## config.mk

```make
export PLATFORM = sky130hd
export DESIGN_NAME = subboard_line_parser_and_framer
export DESIGN_NICKNAME = d
export VERILOG_FILES = /design/src/slpf_pkg.sv /design/src/subboard_line_parser_and_framer.sv
export SDC_FILE = /design/constraint.sdc
export NUM_CORES = 1
export LEC_CHECK = 0
export BUFFER_PORTS_ARGS = -buffer_cell sky130_fd_sc_hd__buf_2
export CORE_MARGIN = 2
export CORE_UTILIZATION = 29
export DETAILED_ROUTE_END_ITERATION = 8
export PLACE_DENSITY = 0.43
export SLEW_MARGIN = 20
export SYNTH_ARGS = -nofsm -noshare
export SYNTH_HDL_FRONTEND = slang
export SYNTH_SLANG_ARGS = --single-unit
```

## constraint.sdc

```tcl
create_clock -name clk -period 16.5 [get_ports clk]
set_clock_uncertainty 0.15 [all_clocks]
set_input_delay 0 -clock clk [delete_from_list [all_inputs] [get_ports clk]]
set_output_delay 0 -clock clk [all_outputs]
set_load 0.1 [all_outputs]
```

## src/slpf_pkg.sv

```systemverilog
// Shared constants and types for the sub-board line parser and framer.
package slpf_pkg;

    // Line and idle timing
    localparam int LINE_CHARS  = 15;
    localparam int IDLE_PERIOD = 42;
    localparam int POS_W       = $clog2(LINE_CHARS + 1);
    localparam int IDLE_W      = $clog2(IDLE_PERIOD + 1);

    // Register map, index is paddr[3:2]
    localparam logic [1:0] REG_MODEL_FAN   = 2'd0;
    localparam logic [1:0] REG_FAN_RATE    = 2'd1;
    localparam logic [1:0] REG_TARGET_TEMP = 2'd2;

    // Characters
    localparam logic [7:0] CH_NUL   = 8'h00;
    localparam logic [7:0] CH_TAB   = 8'h09;
    localparam logic [7:0] CH_LF    = 8'h0A;
    localparam logic [7:0] CH_VT    = 8'h0B;
    localparam logic [7:0] CH_FF    = 8'h0C;
    localparam logic [7:0] CH_CR    = 8'h0D;
    localparam logic [7:0] CH_SPACE = 8'h20;
    localparam logic [7:0] CH_PLUS  = 8'h2B;
    localparam logic [7:0] CH_MINUS = 8'h2D;
    localparam logic [7:0] CH_ZERO  = 8'h30;
    localparam logic [7:0] CH_NINE  = 8'h39;
    localparam logic [7:0] CH_T     = 8'h74;
    localparam logic [7:0] CH_P     = 8'h70;

    // Frame constants
    localparam logic [7:0]  SYNC0       = 8'h55;
    localparam logic [7:0]  SYNC1       = 8'hAA;
    localparam logic [15:0] TEMP_OFFSET = 16'd512;
    localparam logic [2:0]  FRAME_LAST  = 3'd4;

    // Slot rotation
    localparam logic [1:0] SLOT_MODEL_FAN = 2'd0;
    localparam logic [1:0] SLOT_EXTR_FAN  = 2'd1;
    localparam logic [1:0] SLOT_TARGET    = 2'd2;

    // Extruder fan rule
    localparam logic signed [15:0] FAN_HIGH_LIMIT = 16'sd200;
    localparam logic signed [15:0] FAN_LOW_LIMIT  = 16'sd70;
    localparam logic [7:0]         FAN_HIGH_DUTY  = 8'd220;
    localparam logic [7:0]         FAN_LOW_DUTY   = 8'd60;

    // Accumulator saturation
    localparam logic [15:0] ACC_MAX = 16'd32768;
    localparam logic [15:0] POS_MAX = 16'd32767;

    // Number parser phases
    typedef enum logic [2:0] {
        PH_SKIP   = 3'b001,
        PH_DIGITS = 3'b010,
        PH_DONE   = 3'b100
    } phase_t;

endpackage

```

## src/subboard_line_parser_and_framer.sv

```systemverilog
// Top level: line parser, idle tick counter, status frame builder and APB registers.
//
//  channel  | direction | handshake             | payload
//  ---------+-----------+-----------------------+-------------------------------------
//  input    | in        | in_valid / in_ready   | kind, rx_byte
//  output   | out       | out_valid / out_ready | tx_byte, last_byte, temperature,
//           |           |                       | pressure, line_count
//  config   | in        | psel/penable/pwrite   | paddr, pwdata, prdata, pready
//
// Each input beat is handled in the cycle it is accepted; state updates at that edge.
// A beat that starts a frame loads five output beats into the frame shift register;
// they drain one per cycle while out_ready is high; the next frame waits for them.
// Beats that cause no frame are accepted every cycle, also while a frame drains.
// Reset clears all control state and the registers to their reset values.
// Output stalls hold the frame; an input beat that would start a frame waits for it.
module subboard_line_parser_and_framer
    import slpf_pkg::*;
(
    input  logic               clk,
    input  logic               rst_n,
    input  logic               in_valid,
    output logic               in_ready,
    input  logic               kind,
    input  logic [7:0]         rx_byte,
    output logic               out_valid,
    input  logic               out_ready,
    output logic [7:0]         tx_byte,
    output logic               last_byte,
    output logic signed [15:0] temperature,
    output logic signed [15:0] pressure,
    output logic [15:0]        line_count,
    input  logic               psel,
    input  logic               penable,
    input  logic               pwrite,
    input  logic [3:0]         paddr,
    input  logic [31:0]        pwdata,
    output logic [31:0]        prdata,
    output logic               pready
);

    // Configuration registers
    logic [7:0]  model_fan_reg;
    logic [9:0]  fan_rate_reg;
    logic [15:0] target_temp_reg;

    // Parser and framer state
    logic [1:0]        slot_reg,      slot_next;
    logic [IDLE_W-1:0] idle_reg,      idle_next;
    logic [POS_W-1:0]  pos_reg,       pos_next;
    logic [7:0]        line_kind_reg, line_kind_next;
    phase_t            phase_reg,     phase_next;
    logic              neg_reg,       neg_next;
    logic [15:0]       acc_reg,       acc_next;
    logic [15:0]       temp_reg,      temp_next;
    logic [15:0]       press_reg,     press_next;
    logic [7:0]        extr_fan_reg,  extr_fan_next;
    logic [15:0]       line_cnt_reg,  line_cnt_next;

    // Frame output buffer
    logic [7:0]  frame_reg [5];
    logic [2:0]  beat_reg;
    logic        busy_reg;
    logic [15:0] snap_temp_reg;
    logic [15:0] snap_press_reg;
    logic [15:0] snap_cnt_reg;

    logic cfg_write;
    logic in_fire;
    logic out_done;
    logic tick_frame;
    logic line_frame;
    logic emit;

    logic [IDLE_W:0] idle_inc;
    logic            is_blank;
    logic            is_digit;
    logic [18:0]     acc_calc;
    logic [15:0]     acc_digit;
    logic [15:0]     parsed;
    logic signed [15:0] parsed_s;

    logic [7:0]  fan_sel;
    logic [17:0] fan_prod;
    logic [7:0]  fan_scaled;
    logic [15:0] target_ofs;
    logic [7:0]  pay0;
    logic [7:0]  pay1;
    logic [7:0]  csum;

    // APB access
    assign pready    = 1'b1;
    assign cfg_write = psel && penable && pwrite;

    always_comb
    begin
        unique case (paddr[3:2])
            REG_MODEL_FAN:   prdata = {24'd0, model_fan_reg};
            REG_FAN_RATE:    prdata = {22'd0, fan_rate_reg};
            REG_TARGET_TEMP: prdata = {16'd0, target_temp_reg};
            default:         prdata = 32'd0;
        endcase
    end

    always_ff @(posedge clk or negedge rst_n)
    begin
        if (!rst_n)
        begin
            model_fan_reg   <= 8'd0;
            fan_rate_reg    <= 10'd256;
            target_temp_reg <= 16'd0;
        end
        else if (cfg_write)
        begin
            unique case (paddr[3:2])
                REG_MODEL_FAN:   model_fan_reg   <= pwdata[7:0];
                REG_FAN_RATE:    fan_rate_reg    <= pwdata[9:0];
                REG_TARGET_TEMP: target_temp_reg <= pwdata[15:0];
                default:         ;
            endcase
        end
    end

    // Decide whether this beat starts a frame
    assign idle_inc   = {1'b0, idle_reg} + 1'b1;
    assign tick_frame = kind && (idle_inc >= (IDLE_W + 1)'(IDLE_PERIOD));
    assign line_frame = !kind && (rx_byte == CH_CR) && (pos_reg != '0)
                        && (line_kind_reg == CH_T);

    // Hold frame-causing beats while the previous frame drains
    assign out_done = busy_reg && out_ready && (beat_reg == FRAME_LAST);
    assign in_ready = !busy_reg || out_done || !(tick_frame || line_frame);
    assign in_fire  = in_valid && in_ready;
    assign emit     = in_fire && (tick_frame || line_frame);

    // Character classes and digit accumulation
    assign is_blank  = (rx_byte == CH_SPACE) || (rx_byte == CH_TAB)
                       || (rx_byte == CH_VT) || (rx_byte == CH_FF);
    assign is_digit  = (rx_byte >= CH_ZERO) && (rx_byte <= CH_NINE);
    assign acc_calc  = 19'(acc_reg) * 19'd10 + 19'(rx_byte[3:0]);
    assign acc_digit = (acc_calc > 19'(ACC_MAX)) ? ACC_MAX : acc_calc[15:0];

    // Value of the finished line
    assign parsed   = neg_reg ? (16'd0 - acc_reg)
                              : ((acc_reg > POS_MAX) ? POS_MAX : acc_reg);
    assign parsed_s = parsed;

    // Frame payload from the current slot
    assign fan_sel    = (slot_reg == SLOT_MODEL_FAN) ? model_fan_reg : extr_fan_reg;
    assign fan_prod   = 18'(fan_sel) * 18'(fan_rate_reg);
    assign fan_scaled = (fan_prod[17:8] > 10'd255) ? 8'hFF : fan_prod[15:8];
    assign target_ofs = target_temp_reg + TEMP_OFFSET;

    always_comb
    begin
        unique case (slot_reg)
            SLOT_MODEL_FAN:
            begin
                pay0 = 8'd0;
                pay1 = fan_scaled;
            end
            SLOT_EXTR_FAN:
            begin
                pay0 = 8'd1;
                pay1 = fan_scaled;
            end
            default:
            begin
                pay0 = target_ofs[15:8];
                pay1 = target_ofs[7:0];
            end
        endcase
    end

    assign csum = 8'd0 - pay0 - pay1;

    // Next state for one accepted beat
    always_comb
    begin
        slot_next      = slot_reg;
        idle_next      = idle_reg;
        pos_next       = pos_reg;
        line_kind_next = line_kind_reg;
        phase_next     = phase_reg;
        neg_next       = neg_reg;
        acc_next       = acc_reg;
        temp_next      = temp_reg;
        press_next     = press_reg;
        extr_fan_next  = extr_fan_reg;
        line_cnt_next  = line_cnt_reg;

        if (emit)
        begin
            slot_next = (slot_reg >= SLOT_TARGET) ? SLOT_MODEL_FAN : slot_reg + 2'd1;
        end

        if (in_fire && kind)
        begin
            // Idle tick: count, restart on frame
            idle_next = tick_frame ? '0 : idle_inc[IDLE_W-1:0];
        end
        else if (in_fire && (rx_byte == CH_LF || rx_byte == CH_NUL))
        begin
            // Drop newline and NUL
        end
        else if (in_fire && rx_byte == CH_CR)
        begin
            // End of line: store value, clear the line
            pos_next       = '0;
            line_kind_next = 8'd0;
            phase_next     = PH_SKIP;
            neg_next       = 1'b0;
            acc_next       = 16'd0;
            if (line_frame)
            begin
                temp_next     = parsed;
                line_cnt_next = line_cnt_reg + 16'd1;
                if (parsed_s > FAN_HIGH_LIMIT)
                    extr_fan_next = FAN_HIGH_DUTY;
                else if (parsed_s > FAN_LOW_LIMIT)
                    extr_fan_next = parsed[7:0];
                else
                    extr_fan_next = FAN_LOW_DUTY;
            end
            else if (pos_reg != '0 && line_kind_reg == CH_P)
            begin
                press_next = parsed;
            end
        end
        else if (in_fire)
        begin
            // Ordinary character: kind byte, then number characters
            if (pos_reg == '0)
            begin
                line_kind_next = rx_byte;
            end
            else if (pos_reg < POS_W'(LINE_CHARS))
            begin
                unique case (phase_reg)
                    PH_SKIP:
                    begin
                        if (rx_byte == CH_PLUS || rx_byte == CH_MINUS)
                        begin
                            neg_next   = (rx_byte == CH_MINUS);
                            phase_next = PH_DIGITS;
                        end
                        else if (is_digit)
                        begin
                            acc_next   = acc_digit;
                            phase_next = PH_DIGITS;
                        end
                        else if (!is_blank)
                        begin
                            phase_next = PH_DONE;
                        end
                    end
                    PH_DIGITS:
                    begin
                        if (is_digit)
                            acc_next = acc_digit;
                        else
                            phase_next = PH_DONE;
                    end
                    PH_DONE: ;
                    default: phase_next = PH_DONE;
                endcase
            end
            if (pos_reg < POS_W'(LINE_CHARS))
            begin
                pos_next = pos_reg + 1'b1;
            end
        end
    end

    // Advance parser state
    always_ff @(posedge clk or negedge rst_n)
    begin
        if (!rst_n)
        begin
            slot_reg      <= SLOT_MODEL_FAN;
            idle_reg      <= '0;
            pos_reg       <= '0;
            line_kind_reg <= 8'd0;
            phase_reg     <= PH_SKIP;
            neg_reg       <= 1'b0;
            acc_reg       <= 16'd0;
            temp_reg      <= 16'd0;
            press_reg     <= 16'd0;
            extr_fan_reg  <= 8'd0;
            line_cnt_reg  <= 16'd0;
        end
        else
        begin
            slot_reg      <= slot_next;
            idle_reg      <= idle_next;
            pos_reg       <= pos_next;
            line_kind_reg <= line_kind_next;
            phase_reg     <= phase_next;
            neg_reg       <= neg_next;
            acc_reg       <= acc_next;
            temp_reg      <= temp_next;
            press_reg     <= press_next;
            extr_fan_reg  <= extr_fan_next;
            line_cnt_reg  <= line_cnt_next;
        end
    end

    // Frame control: load on emit, count beats out
    always_ff @(posedge clk or negedge rst_n)
    begin
        if (!rst_n)
        begin
            busy_reg <= 1'b0;
            beat_reg <= 3'd0;
        end
        else if (emit)
        begin
            busy_reg <= 1'b1;
            beat_reg <= 3'd0;
        end
        else if (out_done)
        begin
            busy_reg <= 1'b0;
            beat_reg <= 3'd0;
        end
        else if (busy_reg && out_ready)
        begin
            beat_reg <= beat_reg + 3'd1;
        end
    end

    // Frame payload: load bytes and snapshot, shift one byte per beat
    always_ff @(posedge clk)
    begin
        if (emit)
        begin
            frame_reg[0]   <= SYNC0;
            frame_reg[1]   <= SYNC1;
            frame_reg[2]   <= pay0;
            frame_reg[3]   <= pay1;
            frame_reg[4]   <= csum;
            snap_temp_reg  <= temp_next;
            snap_press_reg <= press_reg;
            snap_cnt_reg   <= line_cnt_next;
        end
        else if (busy_reg && out_ready)
        begin
            for (int i = 0; i < 4; i++)
            begin
                frame_reg[i] <= frame_reg[i + 1];
            end
        end
    end

    assign out_valid   = busy_reg;
    assign tx_byte     = frame_reg[0];
    assign last_byte   = (beat_reg == FRAME_LAST);
    assign temperature = snap_temp_reg;
    assign pressure    = snap_press_reg;
    assign line_count  = snap_cnt_reg;

    // A new frame opens with the first sync byte
    a_frame_start: assert property (@(posedge clk) disable iff (!rst_n)
        emit |=> (out_valid && tx_byte == SYNC0 && !last_byte))
        else $error("frame did not start with sync byte");

    // The second beat of a frame is the second sync byte
    a_frame_sync1: assert property (@(posedge clk) disable iff (!rst_n)
        (out_valid && out_ready && beat_reg == 3'd0 && !emit) |=> (tx_byte == SYNC1))
        else $error("second frame beat is not the second sync byte");

    // The line count only moves with a temperature frame
    a_count_frame: assert property (@(posedge clk) disable iff (!rst_n)
        !(emit && line_frame) |=> $stable(line_cnt_reg))
        else $error("line count changed without a temperature frame");

    // The idle counter never reaches the period
    a_idle_range: assert property (@(posedge clk) disable iff (!rst_n)
        ({1'b0, idle_reg} < (IDLE_W + 1)'(IDLE_PERIOD)))
        else $error("idle counter out of range");

endmodule

```

==> flow_summary.json, run 1 <==
{
  "dr.pass1.iters": 5,
  "power.leakage_nw": 7.47,
  "track_usage": 0.146,
  "drv_cap": 0,
  "layout.nets": 1722,
  "setup_violations": 0,
  "cts_sinks": 222,
  "ir_drop_v": 0.0000650,
  "cellPowerDensity_nw_per_um2": 123,
  "yosys.area.top_type": "dfrtp_1",
  "p_sw_frac": 0.359,
  "slew_viol_final": 0,
  "placementRows": 81,
  "r2r_start": "slot_reg[1]",
  "internal_power_mw": 1.33,
  "largest_register_ffs": 40,
  "period_needed_ns": 8.40,
  "cts_tree": "yes",
  "ant_nets": 0,
  "multi_input_area_um2": 7730,
  "vias": 10400,
  "yosys_warnings": 0,
  "avgSynthCellArea_um2": 10.3,
  "coreArea_um2": 49000,
  "dieArea_um2": 51300,
  "grt_setup_unrepaired": "false",
  "die_y_um": 227,
  "synth_edf_count": 88,
  "regArea_um2": 6000,
  "p_total_mw": 2.07,
  "grt_pass1_vias": 10500,
  "cts_buffers": 26,
  "fin_util": 0.344,
  "worstReg2RegEnd": "frame_reg[1][7]",
  "gp_congestion": 0.796,
  "syn-instance-count": 1397,
  "fin_crit_sh": 0.509,
  "grt_max_degree": 92,
  "fp.dieW_um": 227,
  "power_frac_comb": 0.360,
  "cp_max_fo": 11,
  "setup_tns_ns": 0,
  "crit_required_ns": 16.64,
  "hold_class": "input port to async pin",
  "antenna_found_initial": 0,
  "clock_power_share": 0.288,
  "clock_path_buffers": 3,
  "io_pins": 144,
  "async_reset_ff_frac": 0.604,
  "dp_hpwl_um": 27100,
  "viasPerCell": 4.69,
  "cp-start-kind": "register",
  "cp-end-kind": "register",
  "clk-insertion-delay-late_ns": 0.54,
  "place_ws_ns": 8.04,
  "slew-limit-headroom": 0.344,
  "synth.distinct_cells": 76,
  "drt_wl_total_um": 36700,
  "grt_pass1_wl_um": 59400,
  "grt-ovfl-total": 0,
  "rr_worst_depth": 30,
  "ys_ff_latch": 222,
  "antenna_cells": 0,
  "root_buffer": "clkbuf_16",
  "violations": "hold timing",
  "first_iter_violations": 521,
  "synthTopCellsByArea": "dfrtp_1, edfxtp_1, ha_1, fa_1, mux2_2",
  "nFillCells": 4989,
  "crit_slowest_cell": "mux2i_1",
  "post_cts_buffers": 0,
  "power_frac_seq": 0.353,
  "start_util": 0.293,
  "fmax_mhz": 119,
  "max_stage_delay_ns": 0.80,
  "ys_seq_area_frac": 0.418,
  "status": "finished with violations",
  "worstPathArrival_ns": 8.54,
  "postCtsHoldBufs": 35,
  "tightest_slew_ns": 0.984,
  "rrSetupSlack_ns": 8.10,
  "routedWlPerCell_um": 16.6,
  "drc_errors": 0,
  "drive_above_1_share": 0.157,
  "synth_ff_type": "dfrtp_1",
  "switchingPower_mw": 0.744,
  "netlist.area_leader.share": 0.230,
  "worstSetupPathType": "register to register",
  "syn-cell-area_um2": 14400,
  "ctsResizeCount": 0,
  "hold_viol": 5,
  "htree_levels": 1,
  "area_growth_pct": 17.1,
  "hold_ws_ns": -0.0150,
  "finalWorstSetupSlack_ns": 8.10,
  "clk_pin_slew_worst_paths_ns": 0.07,
  "io_buffer_count": 108
}
layout by cell type (no fill, tap or decap), types with 11 or more instances in the layout:
cell type / n
a21oi_1: 54
a31oi_1: 21
nand3_1: 24
inv_1: 90
nand2_1: 146
buf_2: 107
mux2i_1: 19
xnor2_1: 48
edfxtp_1: 88
o22ai_1: 11
o21ai_0: 85
nor2_1: 37
conb_1: 17
xor2_1: 23
nor2b_1: 66
nand2b_1: 42
dfrtp_1: 132
dlygate4sd3_1: 35
nand4_1: 14
o21a_1: 18
fa_1: 50
mux2_2: 52
and2_1: 28
nor3_1: 25
or3_1: 26
buf_4: 18
ha_1: 88
clkbuf_16: 27
how the worst max path moves through the flow:
stage                     depth (start not counted)  slack (ns)        start         endpoint
final                                            30        8.10  slot_reg[1]  frame_reg[1][7]
after global routing                             30        7.49  slot_reg[1]  frame_reg[1][7]
after CTS                                        30        8.02  slot_reg[1]  frame_reg[1][7]
after detailed placement                         30        8.04  slot_reg[1]  frame_reg[1][7]
after global placement                           30        8.04  slot_reg[1]  frame_reg[1][7]
after floorplan                                  29        9.23  slot_reg[0]  frame_reg[1][7]
layout make-up:
cell class | instances | share of cell area
clock buffers | 31 | 0.0411
clock inverters | 17 | 0.0114
inverters | 91 | 0.0203
multi-input cells | 1030 | 0.460
flip-flops and latches | 222 | 0.357
well taps | 664 | 0.0494
repair buffers | 161 | 0.0614
routing by layer:
layer	part of all wire	track usage
met1	0.46	0.197
met2	0.49	0.254
met3	0.027	0.0154
met4	0.016	0.0308
met5	0	0
critical path: cells and delay by family, from the launching register on:
| kind | cells | cell delay, ns |
|---|---|---|
| buf+inv | 6 | 0.50 |
| simple gates | 4 | 0.71 |
| fa+ha+maj | 8 | 3.08 |
| mux | 2 | 1.25 |
| flops | 1 | 0.53 |
| xor+xnor | 2 | 0.24 |
| compound gates | 8 | 1.66 |
synth_stat cells, types with 4 or more instances:
cell type,instances
a211o_1,5
a211oi_1,9
a21o_1,10
a21oi_1,54
a22o_1,5
a31oi_1,21
and2_1,28
and3_1,8
buf_1,4
buf_4,25
clkbuf_1,37
dfrtp_1,132
edfxtp_1,88
fa_1,50
ha_1,88
inv_1,90
mux2_2,52
mux2i_1,19
nand2_1,146
nand2b_1,42
nand3_1,24
nand3b_1,4
nand4_1,14
nand4b_1,5
nor2_1,38
nor2b_1,66
nor3_1,25
nor3b_1,11
nor4_1,5
o211ai_1,4
o21a_1,18
o21ai_0,85
o21ai_1,4
o21bai_1,8
o22a_1,4
o22ai_1,11
o31ai_1,6
or2_2,5
or3_1,26
xnor2_1,48
xor2_1,23
logic make-up (layout without fill, tap and decap cells):
family                   Yosys count  in the layout  synth area share
AO/OA/AOI/OAI                    266            266             0.115
XOR/XNOR                          71             71            0.0433
adder cells (fa/ha/maj)          138            138             0.146
buffers and inverters            160            300            0.0490
flip-flops                       222            222             0.418
multiplexers                      71             71            0.0540
other                              2             17          0.000523
AND/OR/NAND/NOR                  467            467             0.174
power by group through the flow:
stage	logic, mW	registers (mW)	clock network [mW]
floorplan	0.578	0.721	0
global placement	0.736	0.740	0
detailed placement	0.744	0.742	0
CTS	0.761	0.731	0.617
global route	0.849	0.742	0.641
finish	0.745	0.731	0.596
metrics by stage:
step | cells | cell area [um2]
3_5_place_dp | 2133 | 15600
5_1_grt | 2216 | 16800
6_report | 2216 | 16800
2_1_floorplan | 1412 | 14400
4_1_cts | 2216 | 16800
3_3_place_gp | 2133 | 15600
Power figures use the tool's default switching activity.
==> inputs of run 2 (changes only) <==
Settings changed: PLACE_DENSITY 0.43 to 0.45.
Clock period 16.5 ns to 7.2 ns, I/O delays scaled along.
==> run 2 against run 1 <==
The flow now finishes without violations. Routed wire length grew 0.44%. Combinational power increased to 2.7 times the previous value. Critical endpoint unchanged. Sequential share of layout area decreased by 1.2 points. Global-route usage is essentially flat.
==> flow_summary.json, run 2 (synthesis results as in run 1) <==
{
  "status": "complete, no violations",
  "worstHoldPathCells": 3,
  "ant_nets": 0,
  "cellPowerDensity_nw_per_um2": 285,
  "drt_wl_total_um": 36900,
  "tightest_slew_ns": 0.996,
  "antenna_cells": 0,
  "cpMostUsedCell": "inv_2",
  "dieArea_um2": 51300,
  "clk_pin_slew_worst_paths_ns": 0.06,
  "cts_sinks": 222,
  "slew-limit-headroom": 0.335,
  "cp-start-kind": "register",
  "met1_usage": 0.196,
  "area_growth_pct": 21.1,
  "final_area_um2": 17400,
  "antenna_found_initial": 0,
  "setup_tns_ns": 0,
  "grt_max_degree": 68,
  "hold_ws_ns": 0.0674,
  "cts_tree": "yes",
  "rr_worst_depth": 34,
  "fmax_mhz": 144,
  "crit_slowest_cell": "fa_1",
  "drive_above_1_share": 0.199,
  "placementRows": 81,
  "clock_path_buffers": 3,
  "nFillCells": 4986,
  "drv_cap": 0,
  "fin_crit_sh": 0.961,
  "io_pins": 144,
  "crit_required_ns": 7.34,
  "dr.pass1.iters": 4,
  "drc_errors": 0,
  "ir_drop_v": 0.000165,
  "grt-ovfl-total": 0,
  "fin_util": 0.355,
  "max_stage_delay_ns": 0.51,
  "grt_busiest_layer": "met2",
  "grt_setup_unrepaired": "true",
  "cp-end-kind": "register",
  "grt_pass1_wl_um": 59700,
  "power.leakage_nw": 7.70,
  "coreArea_um2": 49000,
  "vias": 10600,
  "gr-usage-met3": 0.0170,
  "worstSetupPathType": "register to register",
  "hold_class": "input port to register",
  "largest_register_ffs": 40,
  "viasPerCell": 4.71,
  "grt_pass1_vias": 10800,
  "hold_viol": 0,
  "cp_max_fo": 6,
  "track_usage": 0.146,
  "gp_congestion": 0.808,
  "die_y_um": 227,
  "io_buffer_count": 108,
  "slew_viol_final": 0,
  "start_util": 0.293,
  "dpl_cell_area_um2": 15700,
  "htree_levels": 1,
  "use_met2": 0.254,
  "clk-insertion-delay-late_ns": 0.55,
  "dp_hpwl_um": 27200,
  "period_needed_ns": 6.92,
  "first_iter_violations": 520,
  "final_common_cell": "nand2_1",
  "cts_buffers": 26,
  "routedWlPerCell_um": 16.3,
  "fp.dieW_um": 227,
  "setup_violations": 0,
  "mostFrequentLayoutCells": "nand2_1, dfrtp_1, buf_2, edfxtp_1, inv_1",
  "root_buffer": "clkbuf_16",
  "layout.nets": 1761,
  "worstPathArrival_ns": 7.07
}
## run 2: per-layer routing
| metal | share of wire | wire (um) |
|---|---|---|
| met3 | 0.030 | 1110 |
| met2 | 0.49 | 18200 |
| met5 | 0 | 0 |
| met1 | 0.46 | 17100 |
| met4 | 0.013 | 476 |
## run 2: what timing repair did
item	CTS	global route
setup endpoints to repair	1	3
gates cloned	0	0
setup buffers	0	18
hold buffers	39	0
resized for setup	3	48
endpoints found under the hold margin	126	0
pin swaps	4	46
## run 2: stage by stage
step / instances / power (mW) / worst slack [ns]
global route: 2255 / 5.32 / -0.0726
finish: 2255 / 4.96 / 0.278
detailed placement: 2150 / 3.48 / -0.0482
global placement: 2150 / 3.46 / 0.0721
CTS: 2237 / 4.83 / 0.00885
floorplan: 1412 / 2.99 / 0.134
## run 2: path summary, 6_finish.rpt
kind                                from                  end  slack, ns
setup / recovery             slot_reg[1]      frame_reg[1][7]       0.28
hold / removal                pwdata[10]  target_temp_reg[10]       0.07
setup reg to reg             slot_reg[1]      frame_reg[1][7]       0.28
hold reg to reg            press_reg[10]         pressure[10]       0.29
max in group asynchronous          rst_n      extr_fan_reg[2]       5.54
min in group asynchronous          rst_n      fan_rate_reg[8]       0.42
## run 2: worst max-delay path: cells and delay by family, from the launching register on
kind	cells	cell delay, ns
muxes	2	0.59
AOI/OAI and AO/OA	8	1.07
and+or+nand+nor	5	0.46
DFF	1	0.41
xor gates and xnor gates	2	0.27
buffers and inverters	9	0.77
adders and majority gates	8	2.94
## run 2: power by group
group / internal, mW / switching, mW
sequential: 1.52 / 0.156
clock: 0.713 / 0.556
combinational: 0.918 / 1.10
## run 2: area by class of cell
cell class,instances,area (um2),share of cell area
Tap cell,664,831,0.0478
Clock buffer,28,668,0.0384
Sequential cell,222,6000,0.345
Timing Repair Buffer,200,1420,0.0814
Multi-Input combinational cell,1030,7980,0.459
Inverter,91,343,0.0197
Clock inverter,20,155,0.00892
==> inputs of run 3 (changes only) <==
Settings changed: CORE_UTILIZATION 29 to 30, GPL_TIMING_DRIVEN set to 0, PLACE_DENSITY 0.45 to 0.46.
==> run 3 against run 2 <==
Sequential share of layout area down 0.53 points. Largest power group unchanged. Die area down 3.3%. Combinational power up 2%. Largest cell class unchanged. Count of clock-buffer cells in the layout up 6. Worst setup slack worse by 0.18 ns. Global-route usage up 0.52 points. Clock power about the same. First-iteration DRC count up 20%. Cell count up 0.31%. Via count up 1.3%. Highest routed layer unchanged. Critical path depth down 3.
==> flow_summary.json, run 3 (synthesis results as in run 1) <==
{
  "status": "complete, no violations",
  "tightest_slew_ns": 1.03,
  "rr_worst_depth": 31,
  "first_iter_violations": 624,
  "setup_violations": 0,
  "drive_above_1_share": 0.198,
  "power_frac_seq": 0.334,
  "cp_max_fo": 7,
  "cp-end-kind": "register",
  "grt_max_degree": 84,
  "topRoutingLayerUsed": "met4",
  "worstReg2RegEnd": "frame_reg[1][7]",
  "internal_power_mw": 3.15,
  "largest_register_ffs": 40,
  "cellPowerDensity_nw_per_um2": 281,
  "power.leakage_nw": 7.81,
  "p_total_mw": 4.96,
  "slew_viol_final": 0,
  "hold_viol": 0,
  "dieArea_um2": 49600,
  "p_sw_frac": 0.365,
  "worstSetupPathType": "register to register",
  "drc_errors": 0,
  "dp_hpwl_um": 27800,
  "regArea_um2": 6000,
  "switchingPower_mw": 1.81,
  "grt_pass1_wl_um": 59800,
  "clock_power_share": 0.253,
  "grt_setup_unrepaired": "true",
  "htree_levels": 1,
  "wl_met3_um": 1020,
  "multi_input_area_um2": 8020,
  "power_frac_comb": 0.413,
  "clk-insertion-delay-late_ns": 0.55,
  "worstPathArrival_ns": 7.25,
  "min_from": "pwdata[12]",
  "area_growth_pct": 23.0,
  "fmax_mhz": 141,
  "final_common_cell": "nand2_1",
  "wirelength_met1_um": 17200,
  "fp.dieW_um": 223,
  "hold_class": "input port to register",
  "track_usage": 0.151,
  "fin_util": 0.371,
  "r2r_start": "slot_reg[0]",
  "root_buffer": "clkbuf_16",
  "io_pins": 144,
  "crit_slowest_cell": "fa_1",
  "vias": 10800,
  "layout.nets": 1817,
  "slew-limit-headroom": 0.305,
  "drt_wl_total_um": 37500,
  "dr_wl_met2_um": 18600,
  "rrSetupSlack_ns": 0.10,
  "cts_tree": "yes",
  "antenna_found_initial": 0,
  "cts_sinks": 222,
  "viasPerCell": 4.75,
  "coreArea_um2": 47500,
  "placementRows": 80,
  "clk_pin_slew_worst_paths_ns": 0.06,
  "cts_buffers": 26,
  "min_to": "target_temp_reg[12]",
  "nFillCells": 4745,
  "start_util": 0.302,
  "grt_pass1_vias": 10800,
  "crit_required_ns": 7.35,
  "ir_drop_v": 0.000170,
  "period_needed_ns": 7.10,
  "dr.pass1.iters": 5,
  "gp_congestion": 0.820,
  "fin_crit_sh": 0.986,
  "grt-ovfl-total": 0,
  "io_buffer_count": 108,
  "antenna_cells": 0,
  "die_y_um": 223,
  "routedWlPerCell_um": 16.6,
  "drv_cap": 0,
  "cpMostUsedCell": "fa_1",
  "clock_path_buffers": 3,
  "cp-start-kind": "register",
  "max_stage_delay_ns": 0.53,
  "mostFrequentLayoutCells": "nand2_1, dfrtp_1, buf_2, edfxtp_1, inv_1",
  "ant_nets": 0,
  "worstHoldPathCells": 3
}
-- run 3: changes by cell type in the layout (fill, tap and decap cells not counted), sizes merged --
cell / before / now
bufinv: 1 / 0
clkinv: 17 / 10
dlygate4sd3: 38 / 41
clkinvlp: 2 / 4
clkbuf: 28 / 71
buf: 162 / 178
-- run 3: worst max-delay path: cells and delay by family (launching register included) --
| family | cells | cell delay [ns] |
|---|---|---|
| multiplexers | 2 | 0.67 |
| adder cells (fa/ha/maj) | 8 | 3.10 |
| AND/OR/NAND/NOR | 3 | 0.30 |
| XOR/XNOR | 2 | 0.26 |
| buffers and inverters | 8 | 0.70 |
| AO/OA/AOI/OAI | 8 | 1.22 |
| flip-flops | 1 | 0.41 |
-- run 3: cell type report --
class,count,area share
Multi-Input combinational cell,1030,0.454
Sequential cell,222,0.340
Timing Repair Buffer,187,0.0764
Tap cell,615,0.0436
Clock buffer,34,0.0414
Buffer,69,0.0208
Inverter,91,0.0193
Clock inverter,14,0.00482
-- run 3: per-layer routing --
| metal | up-vias | GRT usage |
|---|---|---|
| met5 | - | 0 |
| met4 | 0 | 0.0381 |
| met3 | 36 | 0.0159 |
| met2 | 149 | 0.263 |
| met1 | 5225 | 0.201 |
| li1 | 5341 | - |
-- run 3: what timing repair did --
action / 4_1_cts / 5_1_grt
hold endpoints to repair: 196 / 0
cloned: 0 / 0
pin swaps: 12 / 42
gates resized for setup: 23 / 31
setup buffers: 21 / 14
setup endpoints to repair: 6 / 3
hold buffers: 42 / 0
-- run 3: per-stage QoR --
step	hold WS [ns]	std cells	setup TNS [ns]	area (um2)	worst slack, ns
finish	0.0715	2262	0	17700	0.102
global route	0.0604	2262	-0.184	17700	-0.184
CTS	0.0357	2248	0	17400	0.0123
detailed placement	-0.197	2137	-4.01	15800	-1.11
floorplan	-0.446	1412	0	14400	0.134
global placement	0.0844	2135	-3.37	15700	-1.02
-- run 3: how the worst max path moves through the flow --
stage / start / slack [ns] / depth (start not counted) / to
after floorplan: slot_reg[0] / 0.13 / 29 / frame_reg[1][7]
after global placement: slot_reg[0] / -1.02 / 29 / frame_reg[1][7]
after detailed placement: slot_reg[0] / -1.11 / 29 / frame_reg[1][7]
after CTS: slot_reg[1] / 0.01 / 30 / frame_reg[1][7]
after global routing: slot_reg[0] / -0.18 / 33 / frame_reg[1][7]
final: slot_reg[0] / 0.10 / 31 / frame_reg[1][7]
-- run 3: power groups by stage --
stage	combinational (mW)	sequential (mW)	clock [mW]
after CTS	1.92	1.66	1.30
final	2.05	1.66	1.25
after detailed placement	1.74	1.68	0
after global placement	1.71	1.68	0
after global routing	2.29	1.68	1.34
after floorplan	1.33	1.65	0
